--- src/rtl/bdlp_pkg.sv ---
// Shared types and constants for the button debounce / long-press block.
// No dependencies; every other file of the block but bdlp_in_if imports this package.
package bdlp_pkg;

  // Default structural widths
  localparam int unsigned HOLD_WIDTH_DEF  = 32;
  localparam int unsigned QUIET_WIDTH_DEF = 16;

  // Field and register widths
  localparam int unsigned EVENT_W     = 2;
  localparam int unsigned HOLD_OUT_W  = 32;
  localparam int unsigned DEBOUNCE_W  = 16;
  localparam int unsigned LONG_W      = 32;
  localparam int unsigned EDGE_W      = 2;
  localparam int unsigned CFG_IDX_W   = 2;
  localparam int unsigned CFG_DATA_W  = 32;

  // Configuration register indexes
  localparam logic [CFG_IDX_W-1:0] CFG_DEBOUNCE   = 2'd0;
  localparam logic [CFG_IDX_W-1:0] CFG_LONG_PRESS = 2'd1;
  localparam logic [CFG_IDX_W-1:0] CFG_EDGE_MODE  = 2'd2;
  localparam logic [CFG_IDX_W-1:0] CFG_ACTIVE_LOW = 2'd3;

  // Configuration reset values
  localparam logic [DEBOUNCE_W-1:0] DEBOUNCE_RST   = 16'd50;
  localparam logic [LONG_W-1:0]     LONG_PRESS_RST = 32'd1000;
  localparam logic [EDGE_W-1:0]     EDGE_MODE_RST  = 2'd0;
  localparam logic                  ACTIVE_LOW_RST = 1'b1;

  // Retrigger edge selection
  localparam logic [EDGE_W-1:0] EDGE_RISE = 2'd0;
  localparam logic [EDGE_W-1:0] EDGE_FALL = 2'd1;

  typedef enum logic [EVENT_W-1:0] {
    EV_PRESSED  = 2'd0,
    EV_RELEASED = 2'd1,
    EV_LONG     = 2'd2
  } event_e;

  typedef struct packed {
    event_e                  ev;
    logic [HOLD_OUT_W-1:0]   hold;
  } res_t;

endpackage

--- src/rtl/bdlp_in_if.sv ---
// Input channel: one pin sample per beat, valid/ready handshake.
// No dependencies.
interface bdlp_in_if;
  logic valid;
  logic ready;
  logic pin_level;

  modport source (output valid, output pin_level, input ready);
  modport sink   (input valid, input pin_level, output ready);
endinterface

--- src/rtl/bdlp_out_if.sv ---
// Result channel: one button event per beat, valid/ready handshake.
// Depends on bdlp_pkg for the field widths.
interface bdlp_out_if;
  import bdlp_pkg::*;

  logic                  valid;
  logic                  ready;
  logic [EVENT_W-1:0]    event_res;
  logic [HOLD_OUT_W-1:0] hold_ticks;

  modport source (output valid, output event_res, output hold_ticks, input ready);
  modport sink   (input valid, input event_res, input hold_ticks, output ready);
endinterface

--- src/rtl/bdlp_core.sv ---
// Debounce state, configuration registers and event decision for one tick.
// Depends on bdlp_pkg.
module bdlp_core #(
  parameter int unsigned HOLD_WIDTH  = bdlp_pkg::HOLD_WIDTH_DEF,
  parameter int unsigned QUIET_WIDTH = bdlp_pkg::QUIET_WIDTH_DEF
) (
  input  logic                             clk_i,
  input  logic                             rst_ni,
  input  logic                             cfg_we_i,
  input  logic [bdlp_pkg::CFG_IDX_W-1:0]   cfg_idx_i,
  input  logic [bdlp_pkg::CFG_DATA_W-1:0]  cfg_wdata_i,
  input  logic                             step_i,
  input  logic                             pin_level_i,
  output logic                             res_valid_o,
  output bdlp_pkg::res_t                   res_o
);
  import bdlp_pkg::*;

  localparam int unsigned LW = (QUIET_WIDTH > DEBOUNCE_W) ? QUIET_WIDTH : DEBOUNCE_W;
  localparam int unsigned CW = (HOLD_WIDTH > HOLD_OUT_W) ? HOLD_WIDTH : HOLD_OUT_W;
  localparam logic [LW-1:0]         QUIET_MAX = LW'({QUIET_WIDTH{1'b1}});
  localparam logic [HOLD_WIDTH-1:0] HOLD_MAX  = {HOLD_WIDTH{1'b1}};
  localparam logic [CW-1:0]         OUT_MAX   = CW'({HOLD_OUT_W{1'b1}});

  logic [DEBOUNCE_W-1:0]  debounce_q;
  logic [LONG_W-1:0]      long_q;
  logic [EDGE_W-1:0]      edge_mode_q;
  logic                   active_low_q;

  logic                   last_level_q, last_level_d;
  logic [QUIET_WIDTH-1:0] quiet_q, quiet_d;
  logic                   armed_q, armed_d;
  logic                   pressed_q, pressed_d;
  logic [HOLD_WIDTH-1:0]  held_q, held_d;

  logic                   rising, falling, retrig, expire, pressed_level;
  logic [DEBOUNCE_W-1:0]  debounce_eff;
  logic [LW-1:0]          load_ext;
  logic [QUIET_WIDTH-1:0] load, quiet_dec;
  logic [HOLD_WIDTH-1:0]  held_inc;
  logic [CW-1:0]          held_ext;

  always_ff @(posedge clk_i or negedge rst_ni) begin
    if (!rst_ni) begin
      debounce_q   <= DEBOUNCE_RST;
      long_q       <= LONG_PRESS_RST;
      edge_mode_q  <= EDGE_MODE_RST;
      active_low_q <= ACTIVE_LOW_RST;
    end else if (cfg_we_i) begin
      unique case (cfg_idx_i)
        CFG_DEBOUNCE:   debounce_q   <= cfg_wdata_i[DEBOUNCE_W-1:0];
        CFG_LONG_PRESS: long_q       <= cfg_wdata_i[LONG_W-1:0];
        CFG_EDGE_MODE:  edge_mode_q  <= cfg_wdata_i[EDGE_W-1:0];
        CFG_ACTIVE_LOW: active_low_q <= cfg_wdata_i[0];
        default: ;
      endcase
    end
  end

  always_comb begin
    held_inc = (pressed_q && held_q != HOLD_MAX) ? held_q + 1'b1 : held_q;
    rising   = !last_level_q && pin_level_i;
    falling  = last_level_q && !pin_level_i;
    unique case (edge_mode_q)
      EDGE_RISE: retrig = rising;
      EDGE_FALL: retrig = falling;
      default:   retrig = rising || falling;
    endcase

    // A zero debounce samples on the next tick; clamp to the counter range
    debounce_eff = (debounce_q == '0) ? DEBOUNCE_W'(1) : debounce_q;
    load_ext     = LW'(debounce_eff);
    load         = (load_ext > QUIET_MAX) ? QUIET_MAX[QUIET_WIDTH-1:0]
                                          : load_ext[QUIET_WIDTH-1:0];
    quiet_dec    = (quiet_q != '0) ? quiet_q - 1'b1 : quiet_q;

    quiet_d = quiet_q;
    armed_d = armed_q;
    expire  = 1'b0;
    if (retrig) begin
      quiet_d = load;
      armed_d = 1'b1;
    end else if (armed_q) begin
      quiet_d = quiet_dec;
      if (quiet_dec == '0) begin
        armed_d = 1'b0;
        expire  = 1'b1;
      end
    end
    last_level_d = pin_level_i;

    pressed_level = !active_low_q;
    held_ext      = CW'(held_inc);
    pressed_d     = pressed_q;
    held_d        = held_inc;
    res_valid_o   = 1'b0;
    res_o.ev      = EV_PRESSED;
    res_o.hold    = '0;
    if (expire) begin
      if (pin_level_i == pressed_level && !pressed_q) begin
        pressed_d   = 1'b1;
        held_d      = '0;
        res_valid_o = 1'b1;
      end else if (pin_level_i != pressed_level && pressed_q) begin
        pressed_d   = 1'b0;
        res_valid_o = 1'b1;
        res_o.ev    = (held_ext > CW'(long_q)) ? EV_LONG : EV_RELEASED;
        res_o.hold  = (held_ext > OUT_MAX) ? OUT_MAX[HOLD_OUT_W-1:0]
                                           : held_ext[HOLD_OUT_W-1:0];
      end
    end
  end

  always_ff @(posedge clk_i or negedge rst_ni) begin
    if (!rst_ni) begin
      last_level_q <= 1'b1;
      quiet_q      <= '0;
      armed_q      <= 1'b0;
      pressed_q    <= 1'b0;
      held_q       <= '0;
    end else if (step_i) begin
      last_level_q <= last_level_d;
      quiet_q      <= quiet_d;
      armed_q      <= armed_d;
      pressed_q    <= pressed_d;
      held_q       <= held_d;
    end
  end

endmodule

--- src/rtl/bdlp_out_reg.sv ---
// Result register in front of the output channel; frees the input side
// whenever it is empty or being drained. Depends on bdlp_pkg and bdlp_out_if.
module bdlp_out_reg (
  input  logic             clk_i,
  input  logic             rst_ni,
  input  logic             step_i,
  input  logic             res_valid_i,
  input  bdlp_pkg::res_t   res_i,
  output logic             in_ready_o,
  bdlp_out_if.source       out_o
);
  import bdlp_pkg::*;

  logic valid_q, valid_d;
  res_t res_q;

  assign in_ready_o = !valid_q || out_o.ready;
  assign valid_d    = in_ready_o ? (step_i && res_valid_i) : valid_q;

  always_ff @(posedge clk_i or negedge rst_ni) begin
    if (!rst_ni) begin
      valid_q <= 1'b0;
    end else begin
      valid_q <= valid_d;
    end
  end

  // Load a new beat only when the slot is free
  always_ff @(posedge clk_i) begin
    if (step_i && res_valid_i && in_ready_o) begin
      res_q <= res_i;
    end
  end

  assign out_o.valid      = valid_q;
  assign out_o.event_res  = res_q.ev;
  assign out_o.hold_ticks = res_q.hold;

endmodule

--- src/rtl/button_debounce_long_press.sv ---
// Button debounce with long-press detection, top level.
// in_i carries one raw pin sample per beat (one beat = one tick). A qualifying
// edge (edge_mode: rising, falling or both) reloads a quiet countdown of
// debounce_ticks; when it runs out the pin is sampled and a press, short
// release or long-press event may be produced on out_o with the saturated
// hold length. Ticks are counted only on accepted input beats.
// Configuration: cfg_we_i writes cfg_wdata_i to register cfg_idx_i
// (0 debounce_ticks, 1 long_press_ticks, 2 edge_mode, 3 active_low);
// write only while no result is pending.
// Throughput: one input beat per cycle while out_o does not stall. An event
// shows on out_o in the cycle after its beat, held in a single result register.
// When out_o stalls with a result pending, in_i.ready drops until it is taken;
// beats that make no event pass through without touching the output.
// Reset: pin treated as released-high, timer disarmed, not pressed, hold zero,
// registers 50 / 1000 / rising only / active low; no result pending.
// Depends on bdlp_pkg, bdlp_in_if, bdlp_out_if, bdlp_core, bdlp_out_reg.
module button_debounce_long_press #(
  parameter int unsigned HOLD_WIDTH  = bdlp_pkg::HOLD_WIDTH_DEF,
  parameter int unsigned QUIET_WIDTH = bdlp_pkg::QUIET_WIDTH_DEF
) (
  input  logic                            clk_i,
  input  logic                            rst_ni,
  input  logic                            cfg_we_i,
  input  logic [bdlp_pkg::CFG_IDX_W-1:0]  cfg_idx_i,
  input  logic [bdlp_pkg::CFG_DATA_W-1:0] cfg_wdata_i,
  bdlp_in_if.sink                         in_i,
  bdlp_out_if.source                      out_o
);
  import bdlp_pkg::*;

  logic in_ready, step, res_valid;
  res_t res;

  assign in_i.ready = in_ready;
  assign step       = in_i.valid && in_ready;

  bdlp_core #(
    .HOLD_WIDTH  (HOLD_WIDTH),
    .QUIET_WIDTH (QUIET_WIDTH)
  ) u_core (
    .clk_i       (clk_i),
    .rst_ni      (rst_ni),
    .cfg_we_i    (cfg_we_i),
    .cfg_idx_i   (cfg_idx_i),
    .cfg_wdata_i (cfg_wdata_i),
    .step_i      (step),
    .pin_level_i (in_i.pin_level),
    .res_valid_o (res_valid),
    .res_o       (res)
  );

  bdlp_out_reg u_out_reg (
    .clk_i       (clk_i),
    .rst_ni      (rst_ni),
    .step_i      (step),
    .res_valid_i (res_valid),
    .res_i       (res),
    .in_ready_o  (in_ready),
    .out_o       (out_o)
  );

endmodule
--- src/flat_wrapper.sv ---
// flat-port wrapper written by rule: the top's interface ports become plain ports
module button_debounce_long_press_flat import bdlp_pkg::*;
#(
  parameter int unsigned HOLD_WIDTH  = bdlp_pkg::HOLD_WIDTH_DEF,
  parameter int unsigned QUIET_WIDTH = bdlp_pkg::QUIET_WIDTH_DEF
)
  (clk_i, rst_ni, cfg_we_i, cfg_idx_i, cfg_wdata_i, in_i_valid, in_i_pin_level, in_i_ready, out_o_valid, out_o_event_res, out_o_hold_ticks, out_o_ready);
  bdlp_in_if in_i_i ();
  bdlp_out_if out_o_i ();
  input  logic clk_i;
  input  logic rst_ni;
  input  logic cfg_we_i;
  input  logic [bdlp_pkg::CFG_IDX_W-1:0] cfg_idx_i;
  input  logic [bdlp_pkg::CFG_DATA_W-1:0] cfg_wdata_i;
  input wire logic [$bits(in_i_i.valid)-1:0] in_i_valid;
  input wire logic [$bits(in_i_i.pin_level)-1:0] in_i_pin_level;
  output wire logic [$bits(in_i_i.ready)-1:0] in_i_ready;
  output wire logic [$bits(out_o_i.valid)-1:0] out_o_valid;
  output wire logic [$bits(out_o_i.event_res)-1:0] out_o_event_res;
  output wire logic [$bits(out_o_i.hold_ticks)-1:0] out_o_hold_ticks;
  input wire logic [$bits(out_o_i.ready)-1:0] out_o_ready;
  assign in_i_i.valid = in_i_valid;
  assign in_i_i.pin_level = in_i_pin_level;
  assign in_i_ready = in_i_i.ready;
  assign out_o_valid = out_o_i.valid;
  assign out_o_event_res = out_o_i.event_res;
  assign out_o_hold_ticks = out_o_i.hold_ticks;
  assign out_o_i.ready = out_o_ready;
  button_debounce_long_press #(.HOLD_WIDTH(HOLD_WIDTH), .QUIET_WIDTH(QUIET_WIDTH)) u_core (.clk_i(clk_i), .rst_ni(rst_ni), .cfg_we_i(cfg_we_i), .cfg_idx_i(cfg_idx_i), .cfg_wdata_i(cfg_wdata_i), .in_i(in_i_i), .out_o(out_o_i));
endmodule
--- config.mk ---
export PLATFORM = sky130hd
export DESIGN_NAME = button_debounce_long_press_flat
export DESIGN_NICKNAME = d
export VERILOG_FILES = /design/src/rtl/bdlp_pkg.sv /design/src/rtl/bdlp_in_if.sv /design/src/rtl/bdlp_out_if.sv /design/src/rtl/bdlp_core.sv /design/src/rtl/bdlp_out_reg.sv /design/src/rtl/button_debounce_long_press.sv /design/src/flat_wrapper.sv
export SDC_FILE = /design/constraint.sdc
export NUM_CORES = 1
export LEC_CHECK = 0
export ABC_CLOCK_PERIOD_IN_PS = 6900
export BUFFER_PORTS_ARGS = -buffer_cell sky130_fd_sc_hd__buf_2
export CORE_AREA = 2 2 117 119
export DETAILED_ROUTE_END_ITERATION = 12
export DIE_AREA = 0 0 119 121
export PLACE_DENSITY = 0.8
export SETUP_SLACK_MARGIN = 0.4
export SYNTH_ARGS = -nofsm -noshare
export SYNTH_HDL_FRONTEND = slang
export SYNTH_HIERARCHICAL = 1
export SYNTH_SLANG_ARGS = --single-unit
--- constraint.sdc ---
create_clock -name clk_i -period 6.9 [get_ports clk_i]
set_input_delay 1.035 -clock clk_i [delete_from_list [all_inputs] [get_ports clk_i]]
set_output_delay 1.035 -clock clk_i [all_outputs]
set_load 0.1 [all_outputs]
==> impl_metrics.py <==
metrics = {
    "pwr": {
        "power_leakage_nw": 3.86,
        "ir_drop_uv": 212,
        "power_density_mw_per_mm2": 278,
    },
    "global_route": {
        "grt_max_degree": 72,
        "antenna_found_initial": 0,
        "grt_pass1_wl_um": 30400,
        "grt-ovfl-total": 0,
        "track_usage_pct": 26.9,
        "grt_pass1_vias": 6273,
    },
    "clocking": {
        "clkTransAtPathRegs_ns": 0.06,
        "cts_tree": "yes",
        "clock_path_buffers": 2,
        "cts_hold_buf": 0,
        "clk_latency_ns": 0.43,
        "post_cts_resize_count": 0,
        "htreeDepth": 4,
        "post_cts_buffers": 0,
        "cts-root-buf": "clkbuf_16",
        "cts.sinks": 137,
        "cts_buffers": 17,
    },
    "synth": {
        "ys_types": 59,
        "syn-cell-area_mm2": 0.00773,
        "ys_warn_count": 6,
        "synth.most_common_cell": "dfrtp_1",
        "synth_top_cell_area_share_pct": 29.8,
        "avgSynthCellArea_um2": 10.2,
        "synth_edf_count": 34,
        "syn_nets": 836,
        "yosysSeqAreaShare_pct": 46.7,
        "ys_top_cells_by_area": "dfrtp_1 30%, edfxtp_1 13%, mux2_2 7.6%",
        "synthArstFlopShare_pct": 75.2,
        "yosysTopAreaCell": "dfrtp_1",
        "synth_common_cells": "92 x dfrtp_1, 81 x nor2_1, 52 x mux2_2, 45 x inv_1, 45 x nand2_1",
        "netlist_instances": 757,
        "synth_ff_type": "dfrtp_1",
        "ys_ff_latch": 137,
    },
    "run": {
        "maxCapViolations": 0,
    },
    "timing": {
        "setup_viol": 0,
        "post-route-period-util_pct": 61.4,
        "max_freq_mhz": 236,
        "fin_crit_ns": 4.24,
        "final-hold-violation-count": 0,
        "relSlewSlack_pct": 18.0,
        "setup_tns_ns": 0,
        "skew_ns": 0.00815,
        "rsz0062_at_grt": "no",
        "worstMarginPinSlew_ns": 1.23,
        "maxSlewViolCount": 0,
    },
    "setup_path": {
        "cp.depth": 13,
        "critPathArrivalTime_ns": 4.38,
        "cp.required_ns": 7.05,
        "cp-start-kind": "flop",
        "r2r_cells": 13,
        "path_cells": "ha_1 -> nand4_1 -> o41a_1 -> nand2_1 -> nor2_1 -> xor2_1 -> ha_1 -> a21o_1 -> a21o_1 -> a2111oi_0 -> a21oi_1 -> o21ai_0 -> nor2_1",
        "worst_path_max_delay_cell": "o41a_1",
        "cpPeakStageDelay_ns": 0.69,
        "cp_max_fo": 13,
        "crit_family": "compound AO/OA/AOI/OAI gates",
        "critPathCaptureType": "flop",
        "critical_path_class": "flop to flop",
        "cp_num_buf_inv": 0,
    },
    "route": {
        "route.detailed.drc": 0,
        "vias_per_cell": 5.96,
        "drtIter0Drc": 485,
        "wl_per_cell_um": 18.1,
        "wl_um": 18300,
        "dr_total_vias": 6022,
        "dr.pass1.iters": 5,
        "postRouteAntennaNets": 0,
    },
    "cells_and_area": {
        "drive_gt1_share_pct": 22.3,
        "multi_input_area_mm2": 0.00381,
        "register_area_mm2": 0.00361,
        "stdcell_count": 1011,
        "insertedDiodeCount": 0,
        "fillers": 1012,
        "num-nets-final": 901,
        "syn2layout_area_growth_pct": 14.1,
    },
    "placed_design": {
        "port_buffers": 75,
        "hpwl_um": 12700,
        "place_inst": 979,
        "gp_congestion": 0.937,
    },
    "die": {
        "io_pins": 76,
        "die_x_um": 119,
        "fp.dieArea_mm2": 0.0144,
        "die_h_um": 121,
        "initial_utilization_pct": 59.1,
        "rows": 42,
        "core_mm2": 0.0131,
    },
    "min_path": {
        "hold_depth": 1,
        "min_path_type": "flop to flop",
    },
    "status": {
        "status": "complete, no violations",
    },
}
## through the flow
step           cell area (µm²)  util (%)  setup slack (ns)  power [mW]  hold slack (ns)
2_1_floorplan             7730         -              3.41        1.38            0.479
3_3_place_gp              8220      62.8              2.86        1.49            0.492
3_5_place_dp              8220      62.8              2.68        1.52            0.496
4_1_cts                   8820      67.4              2.69        2.46            0.515
5_1_grt                   8820      67.4              2.43        2.56            0.527
6_report                  8820      67.4              2.66        2.45            0.512
## area by class of cell
| type | instances | share of cell area [%] |
|---|---|---|
| inverters | 45 | 1.92 |
| clock inverters | 15 | 2.00 |
| clock buffers | 17 | 4.82 |
| well taps | 176 | 2.50 |
| repair buffers | 79 | 4.63 |
| flip-flops and latches | 137 | 41.0 |
| multi-input cells | 542 | 43.2 |
## cell families (layout without fill, tap and decap cells)
kind of cell               after synthesis  count (layout)  share of synthesized area, %
and+or+nand+nor                        279             279                          19.0
AOI/OAI and AO/OA                      105             105                          8.63
xor gates and xnor gates                64              64                          7.25
adders and majority gates               39              39                          6.31
DFF                                    137             137                          46.7
buffers and inverters                   78             156                          4.08
muxes                                   55              55                          7.97
## placed cells by master, fill, tap and decap left out, types with 4 or more instances in the layout
master	count
inv_1	45
or3_1	5
edfxtp_1	34
nor3_1	17
o21a_1	5
and2_1	5
dfstp_2	11
clkinvlp_4	4
nor4_1	9
clkbuf_16	17
a211oi_1	4
mux2_2	52
nor2_1	81
xnor2_1	36
buf_4	5
nand2_1	45
nor2b_1	34
buf_2	74
xor2_1	28
a21oi_1	33
and4_1	8
nand3_1	27
ha_1	39
dfrtp_1	92
a21o_1	8
o21ai_0	27
nand4_1	21
o22ai_1	5
and3_1	6
## power by group
group	leakage [nW]	switching, mW	internal [mW]
clock	0.281	0.358	0.567
combinational	1.99	0.253	0.200
sequential	1.59	0.130	0.942
total	3.86	0.740	1.71
## path summary, 6_finish.rpt
kind	startpoint	endpoint	slack, ns
min in group asynchronous	rst_ni	u_core/u_out_reg/out_o.valid$_DFFE_PN0P_	0.56
worst max register to register	u_core/u_core/held_q[0]$_DFFE_PN0P_	u_core/u_out_reg/out_o.event_res[1]$_DFFE_PP_	2.66
worst max-delay path	u_core/u_core/held_q[0]$_DFFE_PN0P_	u_core/u_out_reg/out_o.event_res[1]$_DFFE_PP_	2.66
worst min register to register	u_core/u_core/long_q[4]$_DFFE_PN0P_	u_core/u_core/long_q[4]$_DFFE_PN0P_	0.51
worst min-delay path	u_core/u_core/long_q[4]$_DFFE_PN0P_	u_core/u_core/long_q[4]$_DFFE_PN0P_	0.51
max in group asynchronous	rst_ni	u_core/u_core/quiet_q[5]$_DFFE_PN0P_	5.08
## metal layers
| layer | vias up | global-route usage (%) | wire [µm] |
|---|---|---|---|
| li1 | 2799 | - | - |
| met2 | 200 | 46.3 | 9310 |
| met3 | 44 | 4.65 | 1040 |
| met1 | 2979 | 32.9 | 7420 |
| met5 | - | 0 | 0 |
| met4 | 0 | 12.9 | 500 |
## sequential cells by signal (all words and copies together) (netlist names), 2 cells and up
| register | cells |
|---|---|
| u_core/u_out_reg/out_o.hold_ticks | 32 |
| u_core/u_core/edge_mode_q | 2 |
| u_core/u_out_reg/out_o.event_res | 2 |
| u_core/u_core/long_q | 32 |
| u_core/u_core/quiet_q | 16 |
| u_core/u_core/debounce_q | 16 |
| u_core/u_core/held_q | 32 |
Note: power is estimated with default switching activity, not from simulation.
